File: src/design/bly_pkg.sv
`timescale 1ns / 1ps
// ----------------------------------------------------------------------------
// bly_pkg
// Types and constants shared by the bully election node modules.
// ----------------------------------------------------------------------------
package bly_pkg;

    localparam int ID_SPACE   = 32;
    localparam int MAX_NODES  = 32;
    localparam int ID_W       = 5;
    localparam int CNT_W      = 6;
    localparam int TICK_W     = 16;
    localparam int FIFO_DEPTH = 2;
    localparam int PADDR_W    = 4;

    localparam logic [CNT_W-1:0] CNT_CAP =
        CNT_W'((MAX_NODES < ID_SPACE) ? MAX_NODES : ID_SPACE);

    typedef enum logic [1:0] {
        KIND_MSG       = 2'd0,
        KIND_LINK_UP   = 2'd1,
        KIND_LINK_DOWN = 2'd2,
        KIND_TICK      = 2'd3
    } kind_t;

    typedef enum logic [1:0] {
        MSG_ELECTION = 2'd0,
        MSG_OK       = 2'd1,
        MSG_WINNER   = 2'd2
    } msg_t;

    typedef enum logic [1:0] {
        REG_OWN_ID     = 2'd0,
        REG_NODE_COUNT = 2'd1,
        REG_WAIT_TICKS = 2'd2
    } reg_idx_t;

    typedef struct packed {
        logic [ID_W-1:0]   own_id;
        logic [CNT_W-1:0]  node_count;
        logic [TICK_W-1:0] wait_ticks;
    } cfg_t;

    // One event's work for the back end: optional OK, then a broadcast.
    typedef struct packed {
        logic                ok_pend;
        logic [ID_W-1:0]     ok_dest;
        logic [ID_SPACE-1:0] mask;
        logic [1:0]          bc_msg;
        logic                leader_known;
        logic [ID_W-1:0]     leader_id;
        logic                electing;
    } desc_t;

endpackage

File: src/design/bly_front.sv
`timescale 1ns / 1ps
// ----------------------------------------------------------------------------
// bly_front
// Accepts events, updates election state, emits a send descriptor per event.
// ----------------------------------------------------------------------------
module bly_front (
    input  logic                 clk,
    input  logic                 rst_n,
    input  bly_pkg::cfg_t        cfg,
    input  logic                 in_valid,
    output logic                 in_ready,
    input  logic [1:0]           in_kind,
    input  logic [4:0]           in_peer,
    input  logic [1:0]           in_msg_type,
    input  logic                 q_full,
    output logic                 q_push,
    output bly_pkg::desc_t       q_desc
);
    import bly_pkg::*;

    logic [ID_SPACE-1:0] link_alive_reg, link_alive_next;
    logic                leader_valid_reg, leader_valid_next;
    logic [ID_W-1:0]     leader_id_reg, leader_id_next;
    logic                electing_reg, electing_next;
    logic [TICK_W-1:0]   countdown_reg, countdown_next;

    logic [CNT_W-1:0]    eff_cnt;
    logic                peer_ok;
    logic                peer_low;
    logic                send_ok;
    logic                start;
    logic                do_start;
    logic                do_claim;
    logic [ID_SPACE-1:0] bc_mask;

    assign in_ready = !q_full;
    assign q_push   = in_valid && !q_full;

    always_comb begin
        eff_cnt  = (cfg.node_count > CNT_CAP) ? CNT_CAP : cfg.node_count;
        peer_ok  = ({1'b0, in_peer} < eff_cnt) && (in_peer != cfg.own_id);
        peer_low = in_peer < cfg.own_id;

        link_alive_next   = link_alive_reg;
        leader_valid_next = leader_valid_reg;
        leader_id_next    = leader_id_reg;
        electing_next     = electing_reg;
        countdown_next    = countdown_reg;
        send_ok  = 1'b0;
        start    = 1'b0;
        do_claim = 1'b0;

        case (kind_t'(in_kind))
            KIND_MSG: begin
                if (peer_ok) begin
                    case (in_msg_type)
                        MSG_ELECTION: begin
                            if (peer_low) begin
                                send_ok = 1'b1;
                                start   = 1'b1;
                            end
                        end
                        MSG_OK: begin
                            electing_next = 1'b0;
                        end
                        MSG_WINNER: begin
                            leader_valid_next = 1'b1;
                            leader_id_next    = in_peer;
                            start             = peer_low;
                        end
                        default: ;
                    endcase
                end
            end
            KIND_LINK_UP: begin
                if (peer_ok) begin
                    link_alive_next[in_peer] = 1'b1;
                    start = peer_low;
                end
            end
            KIND_LINK_DOWN: begin
                if (peer_ok) begin
                    link_alive_next[in_peer] = 1'b0;
                    start = leader_valid_reg && (leader_id_reg == in_peer);
                end
            end
            KIND_TICK: begin
                if (electing_reg) begin
                    if (countdown_reg <= TICK_W'(1)) begin
                        do_claim = 1'b1;
                    end else begin
                        countdown_next = countdown_reg - TICK_W'(1);
                    end
                end else if (!leader_valid_reg) begin
                    start = 1'b1;
                end
            end
            default: ;
        endcase

        do_start = start && !electing_reg;
        if (do_start) begin
            electing_next  = 1'b1;
            countdown_next = cfg.wait_ticks;
        end
        if (do_claim) begin
            electing_next     = 1'b0;
            leader_valid_next = 1'b1;
            leader_id_next    = cfg.own_id;
        end

        for (int i = 0; i < ID_SPACE; i++) begin
            bc_mask[i] = link_alive_next[i] && (CNT_W'(i) < eff_cnt) &&
                ((do_start && (CNT_W'(i) > {1'b0, cfg.own_id})) ||
                 (do_claim && (ID_W'(i) != cfg.own_id)));
        end

        q_desc.ok_pend      = send_ok;
        q_desc.ok_dest      = in_peer;
        q_desc.mask         = bc_mask;
        q_desc.bc_msg       = do_claim ? MSG_WINNER : MSG_ELECTION;
        q_desc.leader_known = leader_valid_next;
        q_desc.leader_id    = leader_id_next;
        q_desc.electing     = electing_next;
    end

    always_ff @(posedge clk) begin
        if (!rst_n) begin
            link_alive_reg   <= '0;
            leader_valid_reg <= 1'b0;
            leader_id_reg    <= '0;
            electing_reg     <= 1'b0;
            countdown_reg    <= '0;
        end else if (q_push) begin
            link_alive_reg   <= link_alive_next;
            leader_valid_reg <= leader_valid_next;
            leader_id_reg    <= leader_id_next;
            electing_reg     <= electing_next;
            countdown_reg    <= countdown_next;
        end
    end

endmodule

File: src/design/bly_fifo.sv
`timescale 1ns / 1ps
// ----------------------------------------------------------------------------
// bly_fifo
// Short descriptor queue between the front and back ends.
// ----------------------------------------------------------------------------
module bly_fifo (
    input  logic           clk,
    input  logic           rst_n,
    input  logic           push,
    input  bly_pkg::desc_t wr_data,
    input  logic           pop,
    output bly_pkg::desc_t rd_data,
    output logic           full,
    output logic           empty
);
    import bly_pkg::*;

    localparam int PTR_W = $clog2(FIFO_DEPTH);

    desc_t              mem_reg [FIFO_DEPTH];
    logic [PTR_W-1:0]   wr_ptr_reg;
    logic [PTR_W-1:0]   rd_ptr_reg;
    logic [PTR_W:0]     count_reg;

    assign full    = count_reg == (PTR_W+1)'(FIFO_DEPTH);
    assign empty   = count_reg == '0;
    assign rd_data = mem_reg[rd_ptr_reg];

    always_ff @(posedge clk) begin
        if (push) begin
            mem_reg[wr_ptr_reg] <= wr_data;
        end
    end

    always_ff @(posedge clk) begin
        if (!rst_n) begin
            wr_ptr_reg <= '0;
            rd_ptr_reg <= '0;
            count_reg  <= '0;
        end else begin
            if (push) begin
                wr_ptr_reg <= (wr_ptr_reg == PTR_W'(FIFO_DEPTH - 1)) ? '0
                                                                    : wr_ptr_reg + 1'b1;
            end
            if (pop) begin
                rd_ptr_reg <= (rd_ptr_reg == PTR_W'(FIFO_DEPTH - 1)) ? '0
                                                                    : rd_ptr_reg + 1'b1;
            end
            case ({push, pop})
                2'b10:   count_reg <= count_reg + 1'b1;
                2'b01:   count_reg <= count_reg - 1'b1;
                default: count_reg <= count_reg;
            endcase
        end
    end

endmodule

File: src/design/bly_back.sv
`timescale 1ns / 1ps
// ----------------------------------------------------------------------------
// bly_back
// Walks a descriptor: OK beat, a beat per set mask bit (low id first), else one status beat.
// ----------------------------------------------------------------------------
module bly_back (
    input  logic           clk,
    input  logic           rst_n,
    input  logic           q_empty,
    input  bly_pkg::desc_t q_desc,
    output logic           q_pop,
    output logic           out_valid,
    input  logic           out_ready,
    output logic           out_send_valid,
    output logic [4:0]     out_dest,
    output logic [1:0]     out_msg,
    output logic           out_leader_known,
    output logic [4:0]     out_leader_id,
    output logic           out_electing,
    output logic           out_last
);
    import bly_pkg::*;

    logic                busy_reg;
    desc_t               work_reg, work_next;

    logic                m_valid_reg;
    logic                send_valid_reg, send_valid_next;
    logic [ID_W-1:0]     dest_reg, dest_next;
    logic [1:0]          msg_reg, msg_next;
    logic                last_reg, last_next;
    logic                leader_known_reg;
    logic [ID_W-1:0]     leader_id_reg;
    logic                electing_reg;

    logic                emit;
    logic [ID_W-1:0]     low_idx;
    logic [ID_SPACE-1:0] mask_rest;

    assign q_pop = !busy_reg && !q_empty;
    assign emit  = busy_reg && (!m_valid_reg || out_ready);

    always_comb begin
        low_idx = '0;
        for (int i = ID_SPACE - 1; i >= 0; i--) begin
            if (work_reg.mask[i]) begin
                low_idx = ID_W'(i);
            end
        end
        mask_rest = work_reg.mask & (work_reg.mask - 1'b1);

        work_next       = work_reg;
        send_valid_next = 1'b0;
        dest_next       = '0;
        msg_next        = MSG_ELECTION;
        last_next       = 1'b1;
        if (work_reg.ok_pend) begin
            work_next.ok_pend = 1'b0;
            send_valid_next   = 1'b1;
            dest_next         = work_reg.ok_dest;
            msg_next          = MSG_OK;
            last_next         = work_reg.mask == '0;
        end else if (work_reg.mask != '0) begin
            work_next.mask  = mask_rest;
            send_valid_next = 1'b1;
            dest_next       = low_idx;
            msg_next        = work_reg.bc_msg;
            last_next       = mask_rest == '0;
        end
    end

    always_ff @(posedge clk) begin
        if (q_pop) begin
            work_reg <= q_desc;
        end else if (emit) begin
            work_reg <= work_next;
        end
        if (emit) begin
            send_valid_reg   <= send_valid_next;
            dest_reg         <= dest_next;
            msg_reg          <= msg_next;
            last_reg         <= last_next;
            leader_known_reg <= work_reg.leader_known;
            leader_id_reg    <= work_reg.leader_id;
            electing_reg     <= work_reg.electing;
        end
    end

    always_ff @(posedge clk) begin
        if (!rst_n) begin
            busy_reg    <= 1'b0;
            m_valid_reg <= 1'b0;
        end else begin
            if (q_pop) begin
                busy_reg <= 1'b1;
            end else if (emit && last_next) begin
                busy_reg <= 1'b0;
            end
            if (emit) begin
                m_valid_reg <= 1'b1;
            end else if (out_ready) begin
                m_valid_reg <= 1'b0;
            end
        end
    end

    assign out_valid        = m_valid_reg;
    assign out_send_valid   = send_valid_reg;
    assign out_dest         = dest_reg;
    assign out_msg          = msg_reg;
    assign out_last         = last_reg;
    assign out_leader_known = leader_known_reg;
    assign out_leader_id    = leader_id_reg;
    assign out_electing     = electing_reg;

endmodule

File: src/design/bully_leader_election_node.sv
`timescale 1ns / 1ps
// ----------------------------------------------------------------------------
// bully_leader_election_node
// One node of a bully leader election with an APB configuration port.
// ----------------------------------------------------------------------------
// First result beat of an event passes the queue, work register and output register.
// Throughput: the back end loads one event from a 2-entry queue only when idle, then sends
// its messages one per cycle while m_ready accepts them (up to 31 per event).
// Reset: synchronous active-low aresetn clears links, leader, election state
// and registers (own_id 0, node_count 1, wait_ticks 2); no clearing pass.
module bully_leader_election_node (
    input  logic        aclk,
    input  logic        aresetn,
    input  logic        psel,
    input  logic        penable,
    input  logic        pwrite,
    input  logic [3:0]  paddr,
    input  logic [31:0] pwdata,
    output logic [31:0] prdata,
    output logic        pready,
    input  logic        s_valid,
    output logic        s_ready,
    input  logic [1:0]  s_kind,
    input  logic [4:0]  s_peer,
    input  logic [1:0]  s_msg_type,
    output logic        m_valid,
    input  logic        m_ready,
    output logic        m_send_valid,
    output logic [4:0]  m_dest,
    output logic [1:0]  m_out_msg,
    output logic        m_leader_known,
    output logic [4:0]  m_leader_id,
    output logic        m_electing,
    output logic        m_last
);
    import bly_pkg::*;

    cfg_t     cfg_reg;
    reg_idx_t wr_idx;
    logic     cfg_wr;
    logic     q_push, q_pop, q_full, q_empty;
    desc_t    q_wr_desc, q_rd_desc;

    assign pready = 1'b1;
    assign cfg_wr = psel && penable && pwrite && pready;
    assign wr_idx = reg_idx_t'(paddr[PADDR_W-1:2]);

    always_ff @(posedge aclk) begin
        if (!aresetn) begin
            cfg_reg.own_id     <= '0;
            cfg_reg.node_count <= CNT_W'(1);
            cfg_reg.wait_ticks <= TICK_W'(2);
        end else if (cfg_wr) begin
            case (wr_idx)
                REG_OWN_ID:     cfg_reg.own_id     <= pwdata[ID_W-1:0];
                REG_NODE_COUNT: cfg_reg.node_count <= pwdata[CNT_W-1:0];
                REG_WAIT_TICKS: cfg_reg.wait_ticks <= pwdata[TICK_W-1:0];
                default: ;
            endcase
        end
    end

    always_comb begin
        case (wr_idx)
            REG_OWN_ID:     prdata = {{(32-ID_W){1'b0}}, cfg_reg.own_id};
            REG_NODE_COUNT: prdata = {{(32-CNT_W){1'b0}}, cfg_reg.node_count};
            REG_WAIT_TICKS: prdata = {{(32-TICK_W){1'b0}}, cfg_reg.wait_ticks};
            default:        prdata = '0;
        endcase
    end

    bly_front u_front (
        .clk         (aclk),
        .rst_n       (aresetn),
        .cfg         (cfg_reg),
        .in_valid    (s_valid),
        .in_ready    (s_ready),
        .in_kind     (s_kind),
        .in_peer     (s_peer),
        .in_msg_type (s_msg_type),
        .q_full      (q_full),
        .q_push      (q_push),
        .q_desc      (q_wr_desc)
    );

    bly_fifo u_fifo (
        .clk     (aclk),
        .rst_n   (aresetn),
        .push    (q_push),
        .wr_data (q_wr_desc),
        .pop     (q_pop),
        .rd_data (q_rd_desc),
        .full    (q_full),
        .empty   (q_empty)
    );

    bly_back u_back (
        .clk              (aclk),
        .rst_n            (aresetn),
        .q_empty          (q_empty),
        .q_desc           (q_rd_desc),
        .q_pop            (q_pop),
        .out_valid        (m_valid),
        .out_ready        (m_ready),
        .out_send_valid   (m_send_valid),
        .out_dest         (m_dest),
        .out_msg          (m_out_msg),
        .out_leader_known (m_leader_known),
        .out_leader_id    (m_leader_id),
        .out_electing     (m_electing),
        .out_last         (m_last)
    );

endmodule

File: config.mk
export PLATFORM = sky130hd
export DESIGN_NAME = bully_leader_election_node
export DESIGN_NICKNAME = d
export VERILOG_FILES = /design/src/design/bly_pkg.sv /design/src/design/bly_front.sv /design/src/design/bly_fifo.sv /design/src/design/bly_back.sv /design/src/design/bully_leader_election_node.sv
export SDC_FILE = /design/constraint.sdc
export NUM_CORES = 1
export LEC_CHECK = 0
export ABC_AREA = 0
export BUFFER_PORTS_ARGS = -buffer_cell sky130_fd_sc_hd__buf_2
export CAP_MARGIN = 20
export CORE_AREA = 5 5 214 195
export CTS_BUF_LIST = sky130_fd_sc_hd__clkbuf_4 sky130_fd_sc_hd__clkbuf_8 sky130_fd_sc_hd__clkbuf_16
export DETAILED_ROUTE_END_ITERATION = 6
export DIE_AREA = 0 0 219 200
export PLACE_DENSITY_LB_ADDON = 0.08
export SYNTH_ARGS = -nofsm -noshare
export SYNTH_HDL_FRONTEND = slang
export SYNTH_HIERARCHICAL = 1
export SYNTH_SLANG_ARGS = --single-unit
File: constraint.sdc
create_clock -name aclk -period 5.5 [get_ports aclk]
set_input_delay 0.55 -clock aclk [delete_from_list [all_inputs] [get_ports aclk]]
set_output_delay 0.55 -clock aclk [all_outputs]
set_load 0.005 [all_outputs]
* After elaboration in Yosys (flattened, before gate mapping)
Memory sizes are Yosys's and may differ from the RTL's. A register that Yosys moved wholly into a read port is not among the register bits. Cells that the tools add are included.
Word-level totals: word-level logic and storage cells 441, input bits 52, output and inout bits 51, RAM bits 94, memories kept 1, register bits 151
Cells by class: $add $sub $neg 6, eq/ne operators 45, $lt $le $gt $ge 69, reduce and logical (&&, ||, !) cells 195, bitwise gates (word level) 5, muxes and demuxes 92
Memory list:
- u_fifo.mem_reg | words 2, bits a word 47, read ports 1, clocked after Yosys merged registers in 1, write ports 1, line bly_fifo.sv:20 | desc_t mem_reg [FIFO_DEPTH];
Operators with widths (number):
- $mux W5 | 38
- $logic_and A1 B1 Y1 | 137
- $mux W32 | 4
- $lt A5 B6 Y1 const A | 16
- $mux W47 | 2
- $gt A5 B5 Y1 const A | 16
- $ne A5 B5 Y1 const A | 16
- $and A32 B32 Y32 | 2
- $logic_not A32 Y1 | 2
- $mux W16 | 4
- $pmux W32 S2 | 1
- $lt A4 B6 Y1 const A | 8
- $pmux W16 S3 | 1
- $gt A4 B5 Y1 const A | 8
- $ne A4 B5 Y1 const A | 8
- $mux W1 | 36
- $logic_or A1 B1 Y1 | 32
- $not A32 Y32 | 1
- $or A32 B32 Y32 | 1
- $reduce_bool A32 Y1 | 1
- $sub A32 B1 Y32 const B | 1
- $lt A3 B6 Y1 const A | 4
- $gt A3 B5 Y1 const A | 4
- $ne A3 B5 Y1 const A | 4
- 37 further kinds | 65

* Longest topological paths before layout
depth after elaboration 34, gate-level depth with buffers 14, gate-level depth less buffers 10

* Modules after synthesis
Netlist, hierarchy kept.
Modules (own cells, without submodules):
- bly_front | instances 1, cells an instance 761, area each 5034.8 µm²
- bly_fifo | instances 1, cells an instance 168, area each 3601.0 µm²
- bly_back | instances 1, cells an instance 335, area each 3480.8 µm²
- bully_leader_election_node | instances 1, cells an instance 161, area each 1403.8 µm²

* Worst setup path after synthesis
Ideal clock, no wire load.
kind flip-flop to flip-flop, from register u_back/work_reg[18] (netlist bit), to register u_back/work_reg[10] (netlist bit), enable pin, required time 5.030 ns, path slack 1.535 ns, cell stages (with the launch flop) 6, clock period less this slack 3.965 ns, arrival time 3.495 ns, path through edfxtp_1 -> nor4_2 -> and4_2 -> nand2_1 -> nor2_1 -> o31ai_1
On the way: word-level cells in the longest chain between the ends 3
RTL lines:
- start, declared | line bly_back.sv:25 | desc_t work_reg, work_next;
- start signal, assigned | line bly_back.sv:74 | work_reg <= q_desc;
- start signal, assigned | line bly_back.sv:76 | work_reg <= work_next;
- $reduce_bool A32 Y1 | line bly_back.sv:63 | end else if (work_reg.mask != '0) begin
- $reduce_bool A2 Y1 (no source line)
- $reduce_and A3 Y1 (no source line)
No other way between the ends. A chain may end at the register's enable or synchronous reset.

==> impl_metrics.env <==
export IMPL_status="completed"
export IMPL_die_x_um=219
export IMPL_cts_setup_buffers=0
export IMPL_antenna_cells=0
export IMPL_worstPathArrival_ns=4.53
export IMPL_drc=0
export IMPL_start_util=0.345
export IMPL_dp_hpwl_mm=29.1
export IMPL_critPathSlowestCell="nor4_1"
export IMPL_p_leak_nw=5.29
export IMPL_insertion_delay_ns=0.58
export IMPL_pwr_share_seq=0.446
export IMPL_post_route_util=0.386
export IMPL_htreeDepth=1
export IMPL_p_sw_frac=0.334
export IMPL_wl_per_cell_um=21.2
export IMPL_synth_area_mm2=0.0135
export IMPL_ant_nets=0
export IMPL_rsz0062_at_grt="false"
export IMPL_period_needed_ns=4.26
export IMPL_synth_top_family_by_area="simple AND/OR/NAND/NOR gates"
export IMPL_synth_edf_count=157
export IMPL_totalPowerFinal_mw=6.33
export IMPL_synth_fa_ha_area_frac=0.0163
export IMPL_synthTopCellsByArea="edfxtp_1 35%, dfxtp_1 13%, nand2_1 5.1%"
export IMPL_rows=69
export IMPL_slowest_delay_ns=0.61
export IMPL_final_setup_worst_slack_ns=1.24
export IMPL_hold_buffers=0
export IMPL_vias=11000
export IMPL_slew_limit_headroom=0.290
export IMPL_power_density_mw_per_mm2=418
export IMPL_internal_power_mw=4.22
export IMPL_die_h_um=200
export IMPL_critPathCaptureType="flop"
export IMPL_r2r_slack_ns=1.24
export IMPL_avgViaCountPerCell=5.52
export IMPL_p_clk_frac=0.309
export IMPL_cpMostUsedCell="a21oi_1"
export IMPL_antenna_found_initial=0
export IMPL_hp_class="primary input to flop"
export IMPL_track_usage=0.190
export IMPL_crit_type="flop to flop"
export IMPL_root_buffer="clkbuf_16"
export IMPL_wl_mm=42.4
export IMPL_totalNegativeSetupSlack_ns=0
export IMPL_place_ws_ns=1.41
export IMPL_synth_top_cells_by_count="184 x nand2_1, 157 x edfxtp_1, 112 x nor2_1"
export IMPL_synth_ff_type="edfxtp_1"
export IMPL_tightest_slew_ns=1.06
export IMPL_cts_tree="yes"
export IMPL_hold_depth=3
export IMPL_drt_initial_drc_count=1123
export IMPL_max_cap_violations=0
export IMPL_synth_xor_area_share=0.00713
export IMPL_first_pass_iters=6
export IMPL_nNetsFinal=1513
export IMPL_cp_max_fo=21
export IMPL_layout_cells_non_filler=2000
export IMPL_fmaxAchievable_mhz=235
export IMPL_cts_max_path_buffers=3
export IMPL_die_area_mm2=0.0438
export IMPL_gr_total_overflow=0
export IMPL_crit_chain="nor2b_1 > inv_1 > ha_1 > a21oi_1 > o21ai_1 > a21oi_1 > o21ai_0 > o22ai_2 > buf_4 > a21oi_1 > nor4_1"
export IMPL_cts_made_buffers=29
export IMPL_finalMaxSlewViolations=0
export IMPL_critPathRequiredTime_ns=5.77
export IMPL_skew_ns=0.0307
export IMPL_core_mm2=0.0392
export IMPL_place_area_mm2=0.0141
export IMPL_clkTransAtPathRegs_ns=0.06
export IMPL_largest_reg_flops=94
export IMPL_yosysWarnings=6
export IMPL_start_kind="flop"
export IMPL_io_buffers=67
export IMPL_area_delta_synth_final_pct=11.8
export IMPL_period_share=0.775
export IMPL_final_layout_size_suffix_gt1_frac=0.161
export IMPL_async_flop_share=0
export IMPL_fillers=3981
export IMPL_synth_top_cell_by_area="edfxtp_1"
export IMPL_synthMuxAreaShare=0.0675
export IMPL_ctsResizeCount=0
export IMPL_irDropWorstVdd_mv=0.345
export IMPL_clock_sinks=246
export IMPL_setup_viol_count_final=0
export IMPL_ioPinCount=103
export IMPL_pwr_share_comb=0.244
export IMPL_ys_types=91
export IMPL_dp_cells=1946
export IMPL_synthCells=1425
export IMPL_hold_slack_ns=0.212
export IMPL_r2r_cells=11
export IMPL_p_switching_mw=2.11
export IMPL_design_area_mm2=0.0151
export IMPL_seq_area_frac_synth=0.480
export IMPL_synthMostInstantiatedCell="nand2_1"
export IMPL_hold_violations=0
export IMPL_ys_ff_latch=246
export IMPL_grt_pass1_wl_mm=65.2
export IMPL_avgSynthCellArea_um2=9.49
export IMPL_grt_max_degree=70
export IMPL_synthSimpleGateAreaFrac=0.207
export IMPL_synth_top_cell_area_share=0.349
export IMPL_synth_compound_area_share=0.161
export IMPL_gp_congestion=0.894
export IMPL_first_global_vias=10600
cells in the final DEF, fill, tap and decap left out, drive strengths merged, types with 30 or more instances in the layout:
cell type	count
a21oi	95
a31oi	38
and2	38
buf	97
clkbuf	39
dfxtp	89
edfxtp	157
inv	30
mux2	49
mux2i	36
nand2	185
nand3	41
nor2	113
nor3	62
nor4	33
o21ai	95
per-layer routing:
| metal | GRT usage | vias to the layer above | part of all wire |
|---|---|---|---|
| li1 | - | 5274 | - |
| met1 | 0.274 | 5337 | 0.47 |
| met2 | 0.295 | 331 | 0.44 |
| met3 | 0.0338 | 91 | 0.058 |
| met4 | 0.0542 | 0 | 0.031 |
| met5 | 0 | - | 0 |
cells by family after synthesis:
| logic type | count (synthesis) |
|---|---|
| AO/OA/AOI/OAI | 345 |
| AND/OR/NAND/NOR | 562 |
| adder cells (fa/ha/maj) | 18 |
| other | 3 |
| XOR/XNOR | 11 |
| multiplexers | 85 |
| buffers and inverters | 155 |
| flip-flops | 246 |
power groups by stage:
stage               registers, mW  logic [mW]  clock network [mW]
global route                 2.88        1.71                2.11
finish                       2.82        1.55                1.96
detailed placement           2.86        1.55                   0
floorplan                    2.71        1.23                   0
CTS                          2.82        1.56                2.02
global placement             2.85        1.55                   0
worst paths after layout:
| path | from | endpoint |
|---|---|---|
| max | cfg_reg[21] | u_fifo/mem_reg[1][17] |
| min | pwdata[12] | cfg_reg[12] |
| max reg2reg | cfg_reg[21] | u_fifo/mem_reg[1][17] |
| min reg2reg | u_back/work_next[4] | u_back/out_leader_id[3] |
layout make-up:
class                   instances  area, um2  share of cell area
flip-flops and latches        246       6500               0.430
multi-input cells            1039       6300               0.417
clock buffers                  39        838              0.0554
well taps                     532        666              0.0440
repair buffers                 97        561              0.0371
clock inverters                15        135             0.00894
inverters                      32        121             0.00803
worst max-delay path, delay by kind of cell (launching register included):
family / cells / cell delay, ns
compound gates: 6 / 1.56
fa+ha+maj: 1 / 0.23
simple gates: 2 / 1.12
buf+inv: 2 / 0.50
flops: 1 / 0.54
No activity file was read; power rests on OpenSTA's default activity.
